### config.mk
export PLATFORM = sky130hd
export DESIGN_NAME = temperature_band_alarm_uart_unit
export DESIGN_NICKNAME = d
export VERILOG_FILES = /design/src/rtl/core/tba_pkg.sv /design/src/rtl/core/tba_front.sv /design/src/rtl/core/tba_back.sv /design/src/rtl/core/temperature_band_alarm_uart_unit.sv
export SDC_FILE = /design/constraint.sdc
export NUM_CORES = 1
export LEC_CHECK = 0
export ABC_CLOCK_PERIOD_IN_PS = 7200
export BUFFER_PORTS_ARGS = -buffer_cell sky130_fd_sc_hd__buf_2
export CORE_MARGIN = 2
export CORE_UTILIZATION = 40
export DETAILED_ROUTE_END_ITERATION = 12
export HOLD_SLACK_MARGIN = 0.12
export PLACE_DENSITY = 0.61
export RECOVER_POWER = 100
export SLEW_MARGIN = 25
export SYNTH_ARGS = -nofsm -noshare
export SYNTH_HDL_FRONTEND = slang
export SYNTH_SLANG_ARGS = --single-unit
### constraint.sdc
create_clock -name i_clk -period 7.2 [get_ports i_clk]
set_input_delay 0 -clock i_clk [delete_from_list [all_inputs] [get_ports i_clk]]
set_output_delay 0 -clock i_clk [all_outputs]
set_load 0.02 [all_outputs]
### src/rtl/core/tba_pkg.sv
// shared types, constants and message table for the temperature band alarm
`timescale 1ns / 1ps
`default_nettype none

package tba_pkg;

    localparam int MESSAGE_BYTES_DEF = 5;
    localparam int SAMPLE_BITS_DEF   = 10;

    localparam int MARGIN_BITS = 10;
    localparam int PERIOD_BITS = 8;
    localparam int ADDR_BITS   = 4;
    localparam int OUT_BITS    = 8;

    localparam logic [MARGIN_BITS-1:0] OUTER_RST  = 10'd5;
    localparam logic [MARGIN_BITS-1:0] INNER_RST  = 10'd2;
    localparam logic [PERIOD_BITS-1:0] PERIOD_RST = 8'd52;

    localparam logic [1:0] REG_OUTER  = 2'd0;
    localparam logic [1:0] REG_INNER  = 2'd1;
    localparam logic [1:0] REG_PERIOD = 2'd2;

    localparam logic [1:0] BAND_NONE = 2'd0;
    localparam logic [1:0] BAND_LOW  = 2'd1;
    localparam logic [1:0] BAND_HIGH = 2'd2;
    localparam logic [1:0] BAND_IN   = 2'd3;

    localparam logic [3:0] FRAME_BITS = 4'd10;
    localparam logic [9:0] FRAME_IDLE = 10'h3FF;

    localparam logic [7:0] CH_H  = 8'h48;
    localparam logic [7:0] CH_I  = 8'h49;
    localparam logic [7:0] CH_L  = 8'h4C;
    localparam logic [7:0] CH_O  = 8'h4F;
    localparam logic [7:0] CH_N  = 8'h4E;
    localparam logic [7:0] CH_LF = 8'h0A;
    localparam logic [7:0] CH_BS = 8'h08;

    typedef struct packed {
        logic [MARGIN_BITS-1:0] outer_margin;
        logic [MARGIN_BITS-1:0] inner_margin;
        logic [PERIOD_BITS-1:0] bit_period;
    } t_cfg;

    function automatic logic [7:0] msg_byte(input logic [1:0] kind, input logic [2:0] idx);
        logic [7:0] b;
        b = CH_BS;
        if (idx == 3'd0) begin
            b = (kind == BAND_LOW) ? CH_L : ((kind == BAND_HIGH) ? CH_H : CH_I);
        end else if (idx == 3'd1) begin
            b = (kind == BAND_LOW) ? CH_O : ((kind == BAND_HIGH) ? CH_I : CH_N);
        end else if (idx == 3'd2) begin
            b = CH_LF;
        end
        return b;
    endfunction

endpackage

`default_nettype wire

### src/rtl/core/tba_front.sv
// input side: takes stream transfers, packs command flag and sample and holds them in a two-entry queue
`timescale 1ns / 1ps
`default_nettype none

module tba_front
    import tba_pkg::*;
#(
    parameter int SAMPLE_BITS = SAMPLE_BITS_DEF
) (
    input  wire                    i_clk,
    input  wire                    i_rst_n,
    input  wire                    i_in_valid,
    input  wire                    i_in_sample_cmd,
    input  wire  [SAMPLE_BITS-1:0] i_in_sample,
    output logic                   o_in_ready,
    output logic                   o_valid,
    output logic [SAMPLE_BITS:0]   o_item,
    input  wire                    i_pop
);

    logic [SAMPLE_BITS:0] r_mem [2];
    logic                 r_wptr;
    logic                 r_rptr;
    logic [1:0]           r_count;
    logic [1:0]           n_count;
    logic                 push;

    assign o_in_ready = (r_count != 2'd2);
    assign push       = i_in_valid && o_in_ready;
    assign o_valid    = (r_count != 2'd0);
    assign o_item     = r_mem[r_rptr];

    always_comb begin
        n_count = r_count;
        if (push && !i_pop) begin
            n_count = r_count + 2'd1;
        end else if (!push && i_pop) begin
            n_count = r_count - 2'd1;
        end
    end

    always_ff @(posedge i_clk) begin
        if (!i_rst_n) begin
            r_wptr  <= 1'b0;
            r_rptr  <= 1'b0;
            r_count <= 2'd0;
        end else begin
            r_count <= n_count;
            if (push) begin
                r_wptr <= ~r_wptr;
            end
            if (i_pop) begin
                r_rptr <= ~r_rptr;
            end
        end
    end

    // sample field is don't-care on ticks, kept anyway
    always_ff @(posedge i_clk) begin
        if (push) begin
            r_mem[r_wptr] <= {i_in_sample_cmd, i_in_sample};
        end
    end

endmodule

`default_nettype wire

### src/rtl/core/tba_back.sv
// execution side: band decision, led state and 8n1 message transmitter with output register
`timescale 1ns / 1ps
`default_nettype none

module tba_back
    import tba_pkg::*;
#(
    parameter int SAMPLE_BITS   = SAMPLE_BITS_DEF,
    parameter int MESSAGE_BYTES = MESSAGE_BYTES_DEF
) (
    input  wire                  i_clk,
    input  wire                  i_rst_n,
    input  t_cfg                 i_cfg,
    input  wire                  i_valid,
    input  wire  [SAMPLE_BITS:0] i_item,
    output logic                 o_pop,
    output logic                 o_out_valid,
    input  wire                  i_out_ready,
    output logic [OUT_BITS-1:0]  o_out_data
);

    localparam int CW = (SAMPLE_BITS > MARGIN_BITS) ? SAMPLE_BITS : MARGIN_BITS;
    localparam logic [3:0] LAST_IDX = 4'(MESSAGE_BYTES);

    logic [SAMPLE_BITS-1:0] r_ref, n_ref;
    logic                   r_red, n_red;
    logic                   r_green, n_green;
    logic [1:0]             r_band, n_band;
    logic [9:0]             r_shift, n_shift;
    logic [3:0]             r_bits, n_bits;
    logic [7:0]             r_ticks, n_ticks;
    logic [1:0]             r_kind, n_kind;
    logic [2:0]             r_idx, n_idx;
    logic                   r_send, n_send;
    logic                   r_out_valid;
    logic [OUT_BITS-1:0]    r_out_data;

    logic                   fire;
    logic                   is_sample;
    logic [SAMPLE_BITS-1:0] smp;
    logic [SAMPLE_BITS-1:0] ref_eff;
    logic [SAMPLE_BITS-1:0] diff;
    logic                   ref_above;
    logic [CW-1:0]          diff_w;
    logic [1:0]             cls;
    logic [7:0]             period;
    logic [3:0]             bits_dec;
    logic                   dropped;

    assign fire        = i_valid && (!r_out_valid || i_out_ready);
    assign o_pop       = fire;
    assign o_out_valid = r_out_valid;
    assign o_out_data  = r_out_data;

    assign is_sample = i_item[SAMPLE_BITS];
    assign smp       = i_item[SAMPLE_BITS-1:0];
    assign ref_eff   = (r_ref == '0) ? smp : r_ref;
    assign ref_above = (ref_eff >= smp);
    assign diff      = ref_above ? (ref_eff - smp) : (smp - ref_eff);
    assign diff_w    = CW'(diff);
    assign period    = (i_cfg.bit_period == 8'd0) ? 8'd1 : i_cfg.bit_period;
    assign bits_dec  = (r_bits != 4'd0) ? (r_bits - 4'd1) : 4'd0;

    always_comb begin
        if (diff_w > CW'(i_cfg.outer_margin)) begin
            cls = ref_above ? BAND_LOW : BAND_HIGH;
        end else if (diff_w <= CW'(i_cfg.inner_margin)) begin
            cls = BAND_IN;
        end else begin
            cls = BAND_NONE;
        end
    end

    always_comb begin
        n_ref   = r_ref;
        n_red   = r_red;
        n_green = r_green;
        n_band  = r_band;
        n_shift = r_shift;
        n_bits  = r_bits;
        n_ticks = r_ticks;
        n_kind  = r_kind;
        n_idx   = r_idx;
        n_send  = r_send;
        dropped = 1'b0;
        if (!is_sample) begin
            if (r_send) begin
                if ({1'b0, r_ticks} + 9'd1 < {1'b0, period}) begin
                    n_ticks = r_ticks + 8'd1;
                end else begin
                    n_ticks = 8'd0;
                    n_shift = {1'b1, r_shift[9:1]};
                    n_bits  = bits_dec;
                    if (bits_dec == 4'd0) begin
                        if ({1'b0, r_idx} + 4'd1 >= LAST_IDX) begin
                            n_send  = 1'b0;
                            n_idx   = 3'd0;
                            n_shift = FRAME_IDLE;
                        end else begin
                            n_idx   = r_idx + 3'd1;
                            n_shift = {1'b1, msg_byte(r_kind, r_idx + 3'd1), 1'b0};
                            n_bits  = FRAME_BITS;
                        end
                    end
                end
            end
        end else if (r_send) begin
            dropped = 1'b1;
        end else begin
            n_ref = ref_eff;
            if (cls != BAND_NONE) begin
                n_green = (cls == BAND_LOW);
                n_red   = (cls == BAND_HIGH);
                n_band  = cls;
                n_kind  = cls;
                n_idx   = 3'd0;
                n_send  = 1'b1;
                n_shift = {1'b1, msg_byte(cls, 3'd0), 1'b0};
                n_bits  = FRAME_BITS;
                n_ticks = 8'd0;
            end
        end
    end

    always_ff @(posedge i_clk) begin
        if (!i_rst_n) begin
            r_ref       <= '0;
            r_red       <= 1'b0;
            r_green     <= 1'b0;
            r_band      <= BAND_NONE;
            r_shift     <= FRAME_IDLE;
            r_bits      <= 4'd0;
            r_ticks     <= 8'd0;
            r_kind      <= BAND_NONE;
            r_idx       <= 3'd0;
            r_send      <= 1'b0;
            r_out_valid <= 1'b0;
        end else begin
            if (fire) begin
                r_ref   <= n_ref;
                r_red   <= n_red;
                r_green <= n_green;
                r_band  <= n_band;
                r_shift <= n_shift;
                r_bits  <= n_bits;
                r_ticks <= n_ticks;
                r_kind  <= n_kind;
                r_idx   <= n_idx;
                r_send  <= n_send;
            end
            if (fire) begin
                r_out_valid <= 1'b1;
            end else if (i_out_ready) begin
                r_out_valid <= 1'b0;
            end
        end
    end

    // bit 0 txd, 1 red, 2 green, 4:3 band, 5 busy, 6 dropped
    always_ff @(posedge i_clk) begin
        if (fire) begin
            r_out_data <= {1'b0, dropped, n_send, n_band, n_green, n_red,
                           (n_send ? n_shift[0] : 1'b1)};
        end
    end

endmodule

`default_nettype wire

### src/rtl/core/temperature_band_alarm_uart_unit.sv
// top level: register port, input queue front and transmitter back
// a result is held in a queue entry and then in the output register before it is presented
// throughput: one item per cycle while the output register is free or accepted, set by the execution stage in the back
// the two-entry queue keeps input accepting while a result waits on the output
// reset: synchronous active low; clears leds, band, reference and transmitter,
// margins return to 5 and 2, bit period to 52
`timescale 1ns / 1ps
`default_nettype none

module temperature_band_alarm_uart_unit
    import tba_pkg::*;
#(
    parameter int SAMPLE_BITS   = SAMPLE_BITS_DEF,
    parameter int MESSAGE_BYTES = MESSAGE_BYTES_DEF
) (
    input  wire                                 i_clk,
    input  wire                                 i_rst_n,
    input  wire                                 s_axis_tvalid,
    output logic                                s_axis_tready,
    input  wire  [((SAMPLE_BITS+7)/8)*8-1:0]    s_axis_tdata,  // sample
    input  wire                                 s_axis_tuser,  // command
    output logic                                m_axis_tvalid,
    input  wire                                 m_axis_tready,
    // txd, led_red, led_green, band[1:0], busy_res, dropped
    output logic [OUT_BITS-1:0]                 m_axis_tdata,
    input  wire                                 psel,
    input  wire                                 penable,
    input  wire                                 pwrite,
    input  wire  [ADDR_BITS-1:0]                paddr,
    input  wire  [31:0]                         pwdata,
    output logic [31:0]                         prdata,
    output logic                                pready
);

    t_cfg                 r_cfg;
    logic                 q_valid;
    logic [SAMPLE_BITS:0] q_item;
    logic                 q_pop;
    logic                 wr_en;
    logic [1:0]           reg_sel;

    assign pready  = 1'b1;
    assign wr_en   = psel && penable && pwrite && pready;
    assign reg_sel = paddr[3:2];

    always_ff @(posedge i_clk) begin
        if (!i_rst_n) begin
            r_cfg.outer_margin <= OUTER_RST;
            r_cfg.inner_margin <= INNER_RST;
            r_cfg.bit_period   <= PERIOD_RST;
        end else if (wr_en) begin
            unique case (reg_sel)
                REG_OUTER:  r_cfg.outer_margin <= pwdata[MARGIN_BITS-1:0];
                REG_INNER:  r_cfg.inner_margin <= pwdata[MARGIN_BITS-1:0];
                REG_PERIOD: r_cfg.bit_period   <= pwdata[PERIOD_BITS-1:0];
                default:    ;
            endcase
        end
    end

    always_comb begin
        unique case (reg_sel)
            REG_OUTER:  prdata = 32'(r_cfg.outer_margin);
            REG_INNER:  prdata = 32'(r_cfg.inner_margin);
            REG_PERIOD: prdata = 32'(r_cfg.bit_period);
            default:    prdata = 32'd0;
        endcase
    end

    tba_front #(
        .SAMPLE_BITS (SAMPLE_BITS)
    ) u_front (
        .i_clk           (i_clk),
        .i_rst_n         (i_rst_n),
        .i_in_valid      (s_axis_tvalid),
        .i_in_sample_cmd (s_axis_tuser),
        .i_in_sample     (s_axis_tdata[SAMPLE_BITS-1:0]),
        .o_in_ready      (s_axis_tready),
        .o_valid         (q_valid),
        .o_item          (q_item),
        .i_pop           (q_pop)
    );

    tba_back #(
        .SAMPLE_BITS   (SAMPLE_BITS),
        .MESSAGE_BYTES (MESSAGE_BYTES)
    ) u_back (
        .i_clk       (i_clk),
        .i_rst_n     (i_rst_n),
        .i_cfg       (r_cfg),
        .i_valid     (q_valid),
        .i_item      (q_item),
        .o_pop       (q_pop),
        .o_out_valid (m_axis_tvalid),
        .i_out_ready (m_axis_tready),
        .o_out_data  (m_axis_tdata)
    );

endmodule

`default_nettype wire
# Word level (Yosys, flattened, before mapping)
# Memories as Yosys holds them, arrays and structs flattened. A register that Yosys moved wholly into a read port is not among the register bits.
# Index checks and enable logic that the tools add are counted.
# totals
ram_bits	22
n_memories	1
register_bits	82
# classes
muxes	68
n_bitwise	3
eq_ne	11
magnitude_cmp	5
add_sub_neg	9
n_reduce_logical	31
# mem_list
name	depth	word_bits	rd	rd_ports_with_merged_regs	write_ports	line	source
u_front.r_mem	2	11	1	1	1	tba_front.sv:21	logic [SAMPLE_BITS:0] r_mem [2];
# op_table
operator	n
2-to-1 mux 8 bit	11
2-to-1 mux 10 bit	8
2-to-1 mux 4 bit	8
one-hot mux 10 bit (3 select lines)	1
2-to-1 mux 3 bit	8
2-to-1 mux 1 bit	22
subtractor 10 bit	2
2-to-1 mux 2 bit	9
nonzero test 2 bit	7
>= comparator 10 bit	1
> comparator 10 bit	1
less-or-equal comparator 10 bit	1
logical NOT 10 bit	1
adder 8 x 1 -> 9 bit, second input constant	1
< comparator 9 x 8 -> 1 bit	1
2-to-1 mux 9 bit	1
adder 8 x 1 -> 8 bit, second input constant	1
logical NOT 8 bit	1
AND reduction 4 bit	2
equality test 2 x 1 -> 1 bit, second input constant	3
equality test 2 bit, second input constant	3
logical AND 1 bit	6
AND reduction 2 bit	3
AND reduction 6 bit	1
other kinds (19)	24

# Longest topological paths before layout
# Gate-level depths: netlist (run 1).
# logic_depth
depth_word	13
mapped_depth	25
depth_no_buf	23

# By module
# A second synthesis (run 1) with hierarchy kept.
# unflattened
hier_cells	730
hier_area_um2	6530.0
# modules_own_cells
module	area_each_um2	cells_per_inst	instances
tba_back	4038.9	504	1
temperature_band_alarm_uart_unit	1460.2	168	1
tba_front	1031.0	58	1

# Least setup slack after synthesis (run 1)
# Ideal clock, no wire load.
# synth_path
path_kind	register to register
from	reg (tool-made name)
to	reg u_back.r_shift[9]
period_less_slack_ns	5.114
t_required_ns	7.073
path_slack_ns	2.086
arrival_ns	4.987
setup_time_ns	0.127
path_stages_with_launch	22
cell_sequence	dfxtp_1 buf_1 mux2i_1 nor3_1 nor2_1 inv_1 fa_1 a21o_1 a21oi_2 a31o_1 a21oi_4 or3b_1 and4_1 a211oi_1 ha_1 a21oi_1 o21ai_0 mux2_2 o21a_2 o21ai_4 nand2_2 or3_1
# synth_rtl
element	line	source
end signal, assigned	tba_back.sv:144	r_shift <= n_shift;
end, declared	tba_back.sv:29	logic [9:0] r_shift, n_shift;

==> results of run 1 <==
==> metal layers <==
layer | wire (µm) | vias to the layer above
li1 | - | 2633
met1 | 6960 | 2338
met2 | 5930 | 119
met3 | 683 | 12
met4 | 177 | 0
met5 | 0 | -
==> sequential cells by signal (all words and copies together) (netlist names), named ones only <==
signal and flops:
r_cfg 28, u_back.o_out_data 7, u_back.o_out_valid 1, u_back.r_band 2, u_back.r_bits 4, u_back.r_green 1
u_back.r_idx 3, u_back.r_kind 2, u_back.r_red 1, u_back.r_ref 10, u_back.r_send 1, u_back.r_shift 10
u_back.r_ticks 8, u_front.r_count 2, u_front.r_mem 22, u_front.r_rptr 1, u_front.r_wptr 1
==> synth_stat cells, drive strengths merged, types with 7 or more instances <==
cell type / instances
dfxtp: 76
nand2: 74
inv: 64
ha: 54
nor2: 54
a21oi: 49
o21ai: 42
buf: 33
edfxtp: 29
mux2i: 29
nand3: 29
clkbuf: 17
a31oi: 14
a21o: 13
mux2: 12
o211ai: 12
nor3: 11
nand2b: 10
xnor2: 9
o21a: 8
and3: 7
nand4: 7
nor2b: 7
==> timing repair <==
action | 4_1_cts | 5_1_grt
gates resized for setup | 0 | 0
endpoints found under the hold margin | 52 | 0
hold buffers | 25 | 0
setup endpoints to repair | 0 | 0
setup buffers | 0 | 0
==> worst paths after layout <==
check        cells after the start                              to                      startpoint  slack (ns)
max                             20  u_back.r_ticks[0]$_SDFFE_PN0P_                            flop        0.91
max reg2reg                     20  u_back.r_ticks[0]$_SDFFE_PN0P_                            flop        0.91
min reg2reg                      1  u_back.r_shift[9]$_SDFFE_PN1P_  u_back.r_shift[9]$_SDFFE_PN1P_        0.45
min                              3           r_cfg[3]$_SDFFE_PN0P_                        paddr[3]        0.14
==> critical path, delay by kind of cell (launching register included) <==
kind,cells,cell delay [ns]
AOI/OAI and AO/OA,9,1.97
buffers and inverters,1,0.13
DFF,1,0.65
and+or+nand+nor,5,1.53
adders and majority gates,2,0.78
muxes,3,1.17
==> kinds of logic after synthesis <==
group	after synthesis	synth area share (%)
simple gates	220	16.4
buf+inv	114	8.28
flops	105	37.3
other cells	2	0.117
fa+ha+maj	56	11.2
xor+xnor	14	1.91
compound gates	176	18.1
mux	41	6.70
==> layout make-up <==
cell class	instances	area, µm²
clock inverters	7	85.1
well taps	216	270
flip-flops and latches	105	2390
inverters	64	240
clock buffers	9	225
multi-input cells	531	3540
repair buffers	77	484
fillers	1595	8540
==> stage by stage <==
stage          cell area, µm²  instances
2_1_floorplan            6490        750
3_3_place_gp             6750        968
3_5_place_dp             6750        968
4_1_cts                  7310       1009
5_1_grt                  7230       1009
6_report                 7230       1009
==> results.cfg, run 1 <==
[place]
dp_hpwl_mm = 10.0
portBuffers = 48
preCtsSetupSlack_ns = 1.04
routabilityCongestion = 0.827

[clock_network]
htreeDepth = 3
clock-sinks = 105
clk_pin_slew_ns = 0.07
cts_buffer_depth = 2
clk_latency_ns = 0.36
cts_tree = built
cts-root-buf = clkbuf_16
cts_buffers = 9

[sta]
tns_ns = 0
final.period_utilization_pct = 87.4
slew_headroom_pct = 6.65
fin_crit_ns = 6.29
fin_ws_ns = 0.907
timing.hold.ws_ns = 0.142
grt_setup_unrepaired = false
worst_slew_pin_slew_ns = 1.40
setup_viol = 0
max_freq_ghz = 0.159
maxSlewViolCount = 0
hold_violations = 0
skew_ns = 0.00940

[yosys]
ys_seq_area_share_pct = 37.3
syn-cell-area_mm2 = 0.00641
synth_cells = 728
synth_edf_count = 29
synth_top_cell_by_area = dfxtp_1
synth.distinct_cells = 72
ys.warnings.count = 0
synth_top_area_share_pct = 23.7
synth_flop_cell = dfxtp_1
synthArstFlopShare_pct = 0
synth_area_leaders = dfxtp_1 (24%), edfxtp_1 (14%), ha_1 (11%)
synth.avg_cell_area_um2 = 8.80
ys_seq_elements = 105

[critical_path]
crit_slowest_cell = dfxtp_1
worst-endpoint-arrival_ns = 6.59
critPathMaxStageDelay_ns = 0.65
crit_type = reg2reg
required_ns = 7.50
crit_fanout = 18
path_cells = mux2i_1, nor3_1, nor2_1, inv_1, fa_1, a21o_1, a21oi_1, a31o_1, a21oi_4, or3b_1, and4_1, a211oi_1, ha_1, a21oi_1, o21ai_0, mux2_1, o21a_1, o21a_1, nor3_1, mux2_2
start_kind = flop
endpoint_kind = flop

[die]
dieArea_mm2 = 0.0170
initial_core_util_pct = 40.6
die_width_um = 131
design.core.area_mm2 = 0.0158
die_h_um = 131
rows = 46
boundaryPins = 103

[grt]
grtUsageMet1_pct = 23.4
antenna_found_initial = 0
track_usage_pct = 16.8
grt_max_degree = 28
gr-usage-met2_pct = 26.0
use_met3_pct = 4.52
top_usage_layer = met2
grt_pass1_vias = 4615
grt_pass1_wl_mm = 22.8
grt_overflow_total = 0

[finish]
n_antenna_cell = 0
drive_gt1_share_pct = 8.45
final_cell_mix = dfxtp_1 (76), nand2_1 (74), inv_1 (64), ha_1 (54), nor2_1 (53)
nets = 904
mostFrequentLayoutCell = dfxtp_1
syn_to_final_growth_pct = 12.9
utilization_pct = 45.9

[min_path]
min_path_type = in2reg

[drt]
antenna_left = 0
routedWlPerCell_um = 13.6
vias = 5102
via_per_inst = 5.06
drt_iter0_drc = 359
drc = 0
first_pass_iters = 4
wl_mm = 13.8

[status]
status = finished, final reports clean

[run]
maxCapViolCount = 0
Power of run 1 is not shown: default switching activity piles up to over one toggle a cycle in this logic, so the estimate is an artifact.
==> run 2: changes to the inputs <==
--- a/config.mk
+++ b/config.mk
@@ -12,2 +12,3 @@
 export DETAILED_ROUTE_END_ITERATION = 12
+export GPL_TIMING_DRIVEN = 0
 export HOLD_SLACK_MARGIN = 0.12
==> constraint.sdc (replaced) <==
create_clock -name i_clk -period 7.2 [get_ports i_clk]
set_input_delay 0.72 -clock i_clk [delete_from_list [all_inputs] [get_ports i_clk]]
set_output_delay 0.72 -clock i_clk [all_outputs]
set_load 0.02 [all_outputs]
==> run 2 against run 1 <==
  * Non-clock buffer count rose by 20
  * Maximum frequency grew 0.85%
  * Global-route usage is 0.79 points higher
  * Design area up 0.40%
  * Worst setup slack improved by 0.053 ns
  * Critical endpoint is now u_back.r_red$_SDFFE_PN0P_
  * Wire length rose by 4.7%
  * Count of clock-buffer cells in the layout up 1
  * Die area unchanged
==> results.cfg, run 2 (same netlist as run 1, synthesis figures left out) <==
[critical_path]
crit_slowest_cell = mux2i_1
worst-endpoint-arrival_ns = 6.52
path_cells = clkbuf_1, mux2i_1, nor3_1, nor2_1, inv_1, fa_1, a21o_1, a21oi_1, a31o_1, a21oi_4, or3b_1, and4_1, a211oi_1, ha_1, a21oi_1, o21ai_0, mux2_1, o21a_1, o21ai_4, clkbuf_1, nand2_1, a21oi_1
crit_fanout = 10
r2r_cells = 22
critPathMaxStageDelay_ns = 0.53
crit_top_cell = a21oi_1
endpoint_kind = flop
required_ns = 7.48
crit_type = reg2reg
rr_endpoint = u_back.r_red$_SDFFE_PN0P_
start_kind = flop
ff2ff_setup_slack_ns = 0.96

[clock_network]
clk_latency_ns = 0.36
cts_tree = built
post_cts_resized = 0
clk_pin_slew_ns = 0.07
cts_buffer_depth = 2
cts_buffers = 9
holdBufCountCts = 0
cts-root-buf = clkbuf_16
htreeDepth = 3
post_cts_buffers = 0
clock-sinks = 105

[die]
initial_core_util_pct = 40.6
die_width_um = 131
rows = 46
dieArea_mm2 = 0.0170
design.core.area_mm2 = 0.0158
boundaryPins = 103
die_h_um = 131

[grt]
antenna_found_initial = 0
grt_pass1_vias = 4750
grt_pass1_wl_mm = 23.8
grt_overflow_total = 0
track_usage_pct = 17.6
grt_max_degree = 19

[place]
dp_hpwl_mm = 11.1
preCtsSetupSlack_ns = 1.12
portBuffers = 47
routabilityCongestion = 0.806
placed_area_mm2 = 0.00700

[sta]
fin_ws_ns = 0.961
hold_violations = 0
skew_ns = 0.00610
tns_ns = 0
worst_slew_pin_slew_ns = 0.896
maxSlewViolCount = 0
setup_viol = 0
final.period_utilization_pct = 86.7
grt_setup_unrepaired = false
max_freq_ghz = 0.160
fin_crit_ns = 6.24
slew_headroom_pct = 40.0

[finish]
utilization_pct = 46.0
largest_reg_flops = 28
multi_input_area_mm2 = 0.00354
syn_to_final_growth_pct = 13.3
ff_latch_area_mm2 = 0.00239
drive_gt1_share_pct = 11.8
final_cell_mix = dfxtp_1 (76), nand2_1 (74), inv_1 (64), ha_1 (54), nor2_1 (53)
largest_registers = r_cfg: 28 flops, u_front.r_mem: 22 flops
n_fill_cell = 1635
nets = 924
n_antenna_cell = 0
regMostFlops = r_cfg
mostFrequentLayoutCell = dfxtp_1
finalInstanceArea_mm2 = 0.00726

[drt]
wl_mm = 14.4
drt_iter0_drc = 339
drc = 0
vias = 5208
via_per_inst = 5.06
wl_met3_um = 716
dr.max_layer_used = met4
first_pass_iters = 4
wl_met2_mm = 6.45
antenna_left = 0
routedWlPerCell_um = 14.0
drt-met1-wl_mm = 7.06

[min_path]
whs_endpoint = u_back.r_shift[9]$_SDFFE_PN1P_
whs_path_depth = 1
worstHoldStart = u_back.r_shift[9]$_SDFFE_PN1P_
min_path_type = reg2reg

[run]
maxCapViolCount = 0

[status]
status = finished, final reports clean
[run 2: changes by cell type in the layout (fill, tap and decap cells not counted), sizes merged]
| cell | before | now |
|---|---|---|
| bufinv | 1 | 2 |
| clkinvlp | 0 | 2 |
| clkbuf | 36 | 52 |
| dlygate4sd3 | 25 | 0 |
| clkinv | 3 | 1 |
| buf | 25 | 55 |
| inv | 67 | 65 |
[run 2: stage by stage]
| step | hold slack (ns) | instances |
|---|---|---|
| after floorplan | 0.416 | 750 |
| after global placement | 0.438 | 1013 |
| after detailed placement | 0.437 | 1013 |
| after CTS | 0.456 | 1029 |
| after global routing | 0.482 | 1029 |
| final | 0.448 | 1029 |
[run 2: worst max path at each step]
stage / from / depth (start not counted) / endpoint / slack, ns
after floorplan: flop / 21 / u_back.r_shift[9]$_SDFFE_PN1P_ / 2.09
after global placement: flop / 21 / u_back.o_out_data[1]$_DFFE_PP_ / 1.06
after detailed placement: flop / 21 / u_back.o_out_data[1]$_DFFE_PP_ / 1.12
after CTS: flop / 21 / u_back.o_out_data[1]$_DFFE_PP_ / 1.10
after global routing: flop / 22 / u_back.r_shift[5]$_SDFFE_PN1P_ / 0.26
final: flop / 22 / u_back.r_red$_SDFFE_PN0P_ / 0.96
[run 2: area by class of cell]
cell class	instances	share of cell area, %
multi-input combinational	531	48.8
tap	216	3.72
inverter	64	3.31
buffer	50	3.93
clock inverter	6	1.27
timing repair buffer	47	2.89
clock buffer	10	3.15
sequential	105	32.9
[run 2: worst max-delay path, delay by kind of cell (launching register included)]
family / cells / cell delay, ns
and+or+nand+nor: 5 / 1.07
muxes: 2 / 0.89
AOI/OAI and AO/OA: 10 / 2.03
buffers and inverters: 3 / 1.04
DFF: 1 / 0.35
adders and majority gates: 2 / 0.79
[run 2: metal layers]
layer	up-vias	track usage (%)
met1	2410	24.3
li1	2670	-
met2	118	28.3
met4	0	3.94
met5	-	0
met3	10	4.11
Power of run 2 is left out for the same reason.
==> run 3: changes to the inputs <==
Settings changed: CORE_MARGIN 2 to 4, PLACE_DENSITY 0.61 to 0.69.
==> run 3 against run 2 <==
  * Final cell count unchanged
  * Core utilization about the same
  * Clock skew up 0.0083 ns
  * Non-clock buffer count unchanged
  * Die area up 6.2%
  * Flip-flop and latch count unchanged
==> results.cfg, run 3 (same netlist as run 1, synthesis figures left out) <==
[status]
status = finished, final reports clean

[critical_path]
rr_endpoint = u_back.o_out_data[0]$_SDFFCE_PN1P_
crit_type = reg2reg
r2r_cells = 21
critPathBufInv = 2
critPathMaxStageDelay_ns = 0.56
required_ns = 7.27
path_cells = clkbuf_1, mux2i_1, nor3_1, nor2_1, inv_1, fa_1, a21o_1, a21oi_1, a31o_1, a21oi_4, or3b_1, and4_1, a211oi_1, ha_1, and3_1, nand4_1, o21ai_0, o21bai_1, nor2_1, o21ai_0, o21ai_1
start_kind = flop
endpoint_kind = flop
crit_slowest_cell = mux2i_1
worst-endpoint-arrival_ns = 6.53
crit_fanout = 10
ff2ff_setup_slack_ns = 0.74
path_delay_family = compound AO/OA/AOI/OAI gates

[drt]
antenna_left = 0
wl_mm = 14.4
via_per_inst = 5.06
drt_iter0_drc = 384
first_pass_iters = 7
vias = 5208
drc = 0
routedWlPerCell_um = 14.0

[grt]
antenna_found_initial = 0
gr-usage-met2_pct = 24.9
track_usage_pct = 16.4
grtUsageMet1_pct = 23.6
grt_max_degree = 21
use_met3_pct = 3.35
grt_pass1_wl_mm = 24.1
grt_pass1_vias = 4850
top_usage_layer = met2
grt_overflow_total = 0

[finish]
drive_gt1_share_pct = 11.8
final_cell_mix = dfxtp_1 (76), nand2_1 (74), inv_1 (64), ha_1 (54), nor2_1 (53)
mostFrequentLayoutCell = dfxtp_1
stdcell_count = 1029
largest_reg_flops = 28
finalInstanceArea_mm2 = 0.00725
largest_registers = r_cfg: 28 flops, u_front.r_mem: 22 flops
syn_to_final_growth_pct = 13.2
nets = 924
regMostFlops = r_cfg
n_antenna_cell = 0

[place]
portBuffers = 47
dp_hpwl_mm = 11.0
routabilityCongestion = 0.856
place_inst = 1013
placed_area_mm2 = 0.00700

[clock_network]
post_cts_buffers = 0
htreeDepth = 3
cts_tree = built
holdBufCountCts = 0
post_cts_resized = 0
cts_buffer_depth = 2
clock-sinks = 105
clk_pin_slew_ns = 0.07
cts-root-buf = clkbuf_16
cts_buffers = 9
clk_latency_ns = 0.37

[sta]
worst_slew_pin_slew_ns = 0.901
slew_headroom_pct = 39.7
grt_setup_unrepaired = false
tns_ns = 0
maxSlewViolCount = 0
hold_violations = 0
skew_ns = 0.0144
fin_crit_ns = 6.46
final.period_utilization_pct = 89.7
max_freq_ghz = 0.155
setup_viol = 0

[die]
dieArea_mm2 = 0.0181
design.core.area_mm2 = 0.0158
die_width_um = 135
die_h_um = 135
rows = 46
initial_core_util_pct = 40.6
boundaryPins = 103

[run]
maxCapViolCount = 0

[min_path]
min_path_type = reg2reg
worstHoldStart = u_back.r_shift[9]$_SDFFE_PN1P_
whs_endpoint = u_back.r_shift[9]$_SDFFE_PN1P_
whs_path_depth = 1
-- run 3: worst max path at each step --
stage / from / to / slack [ns] / cells after the start
2_1_floorplan: flop / u_back.r_shift[9]$_SDFFE_PN1P_ / 2.09 / 21
3_3_place_gp: flop / u_back.o_out_data[0]$_SDFFCE_PN1P_ / 1.04 / 21
3_5_place_dp: flop / u_back.o_out_data[0]$_SDFFCE_PN1P_ / 1.02 / 21
4_1_cts: flop / u_back.o_out_data[0]$_SDFFCE_PN1P_ / 1.01 / 21
5_1_grt: flop / u_back.o_out_data[0]$_SDFFCE_PN1P_ / 0.30 / 21
6_report: flop / u_back.o_out_data[0]$_SDFFCE_PN1P_ / 0.74 / 21
-- run 3: per-layer routing --
layer | share of wire, % | up-vias
met5 | 0 | -
met4 | 1.5 | 0
met3 | 5.7 | 18
met2 | 43 | 127
met1 | 50 | 2383
li1 | - | 2680
-- run 3: area by class of cell --
class / count / area [µm²]
fillers: 1588 / 8520
multi-input cells: 531 / 3540
flip-flops and latches: 105 / 2390
plain buffers: 50 / 285
well taps: 216 / 270
inverters: 64 / 240
clock buffers: 9 / 225
repair buffers: 47 / 209
clock inverters: 7 / 90.1
-- run 3: metrics by stage --
step / util [%] / setup slack [ns] / hold WS, ns
after global routing: 46.0 / 0.301 / 0.480
after detailed placement: 44.4 / 1.02 / 0.440
after floorplan: - / 2.09 / 0.416
after CTS: 46.4 / 1.01 / 0.457
final: 46.0 / 0.742 / 0.454
after global placement: 44.4 / 1.04 / 0.433
Power of run 3 is left out for the same reason.
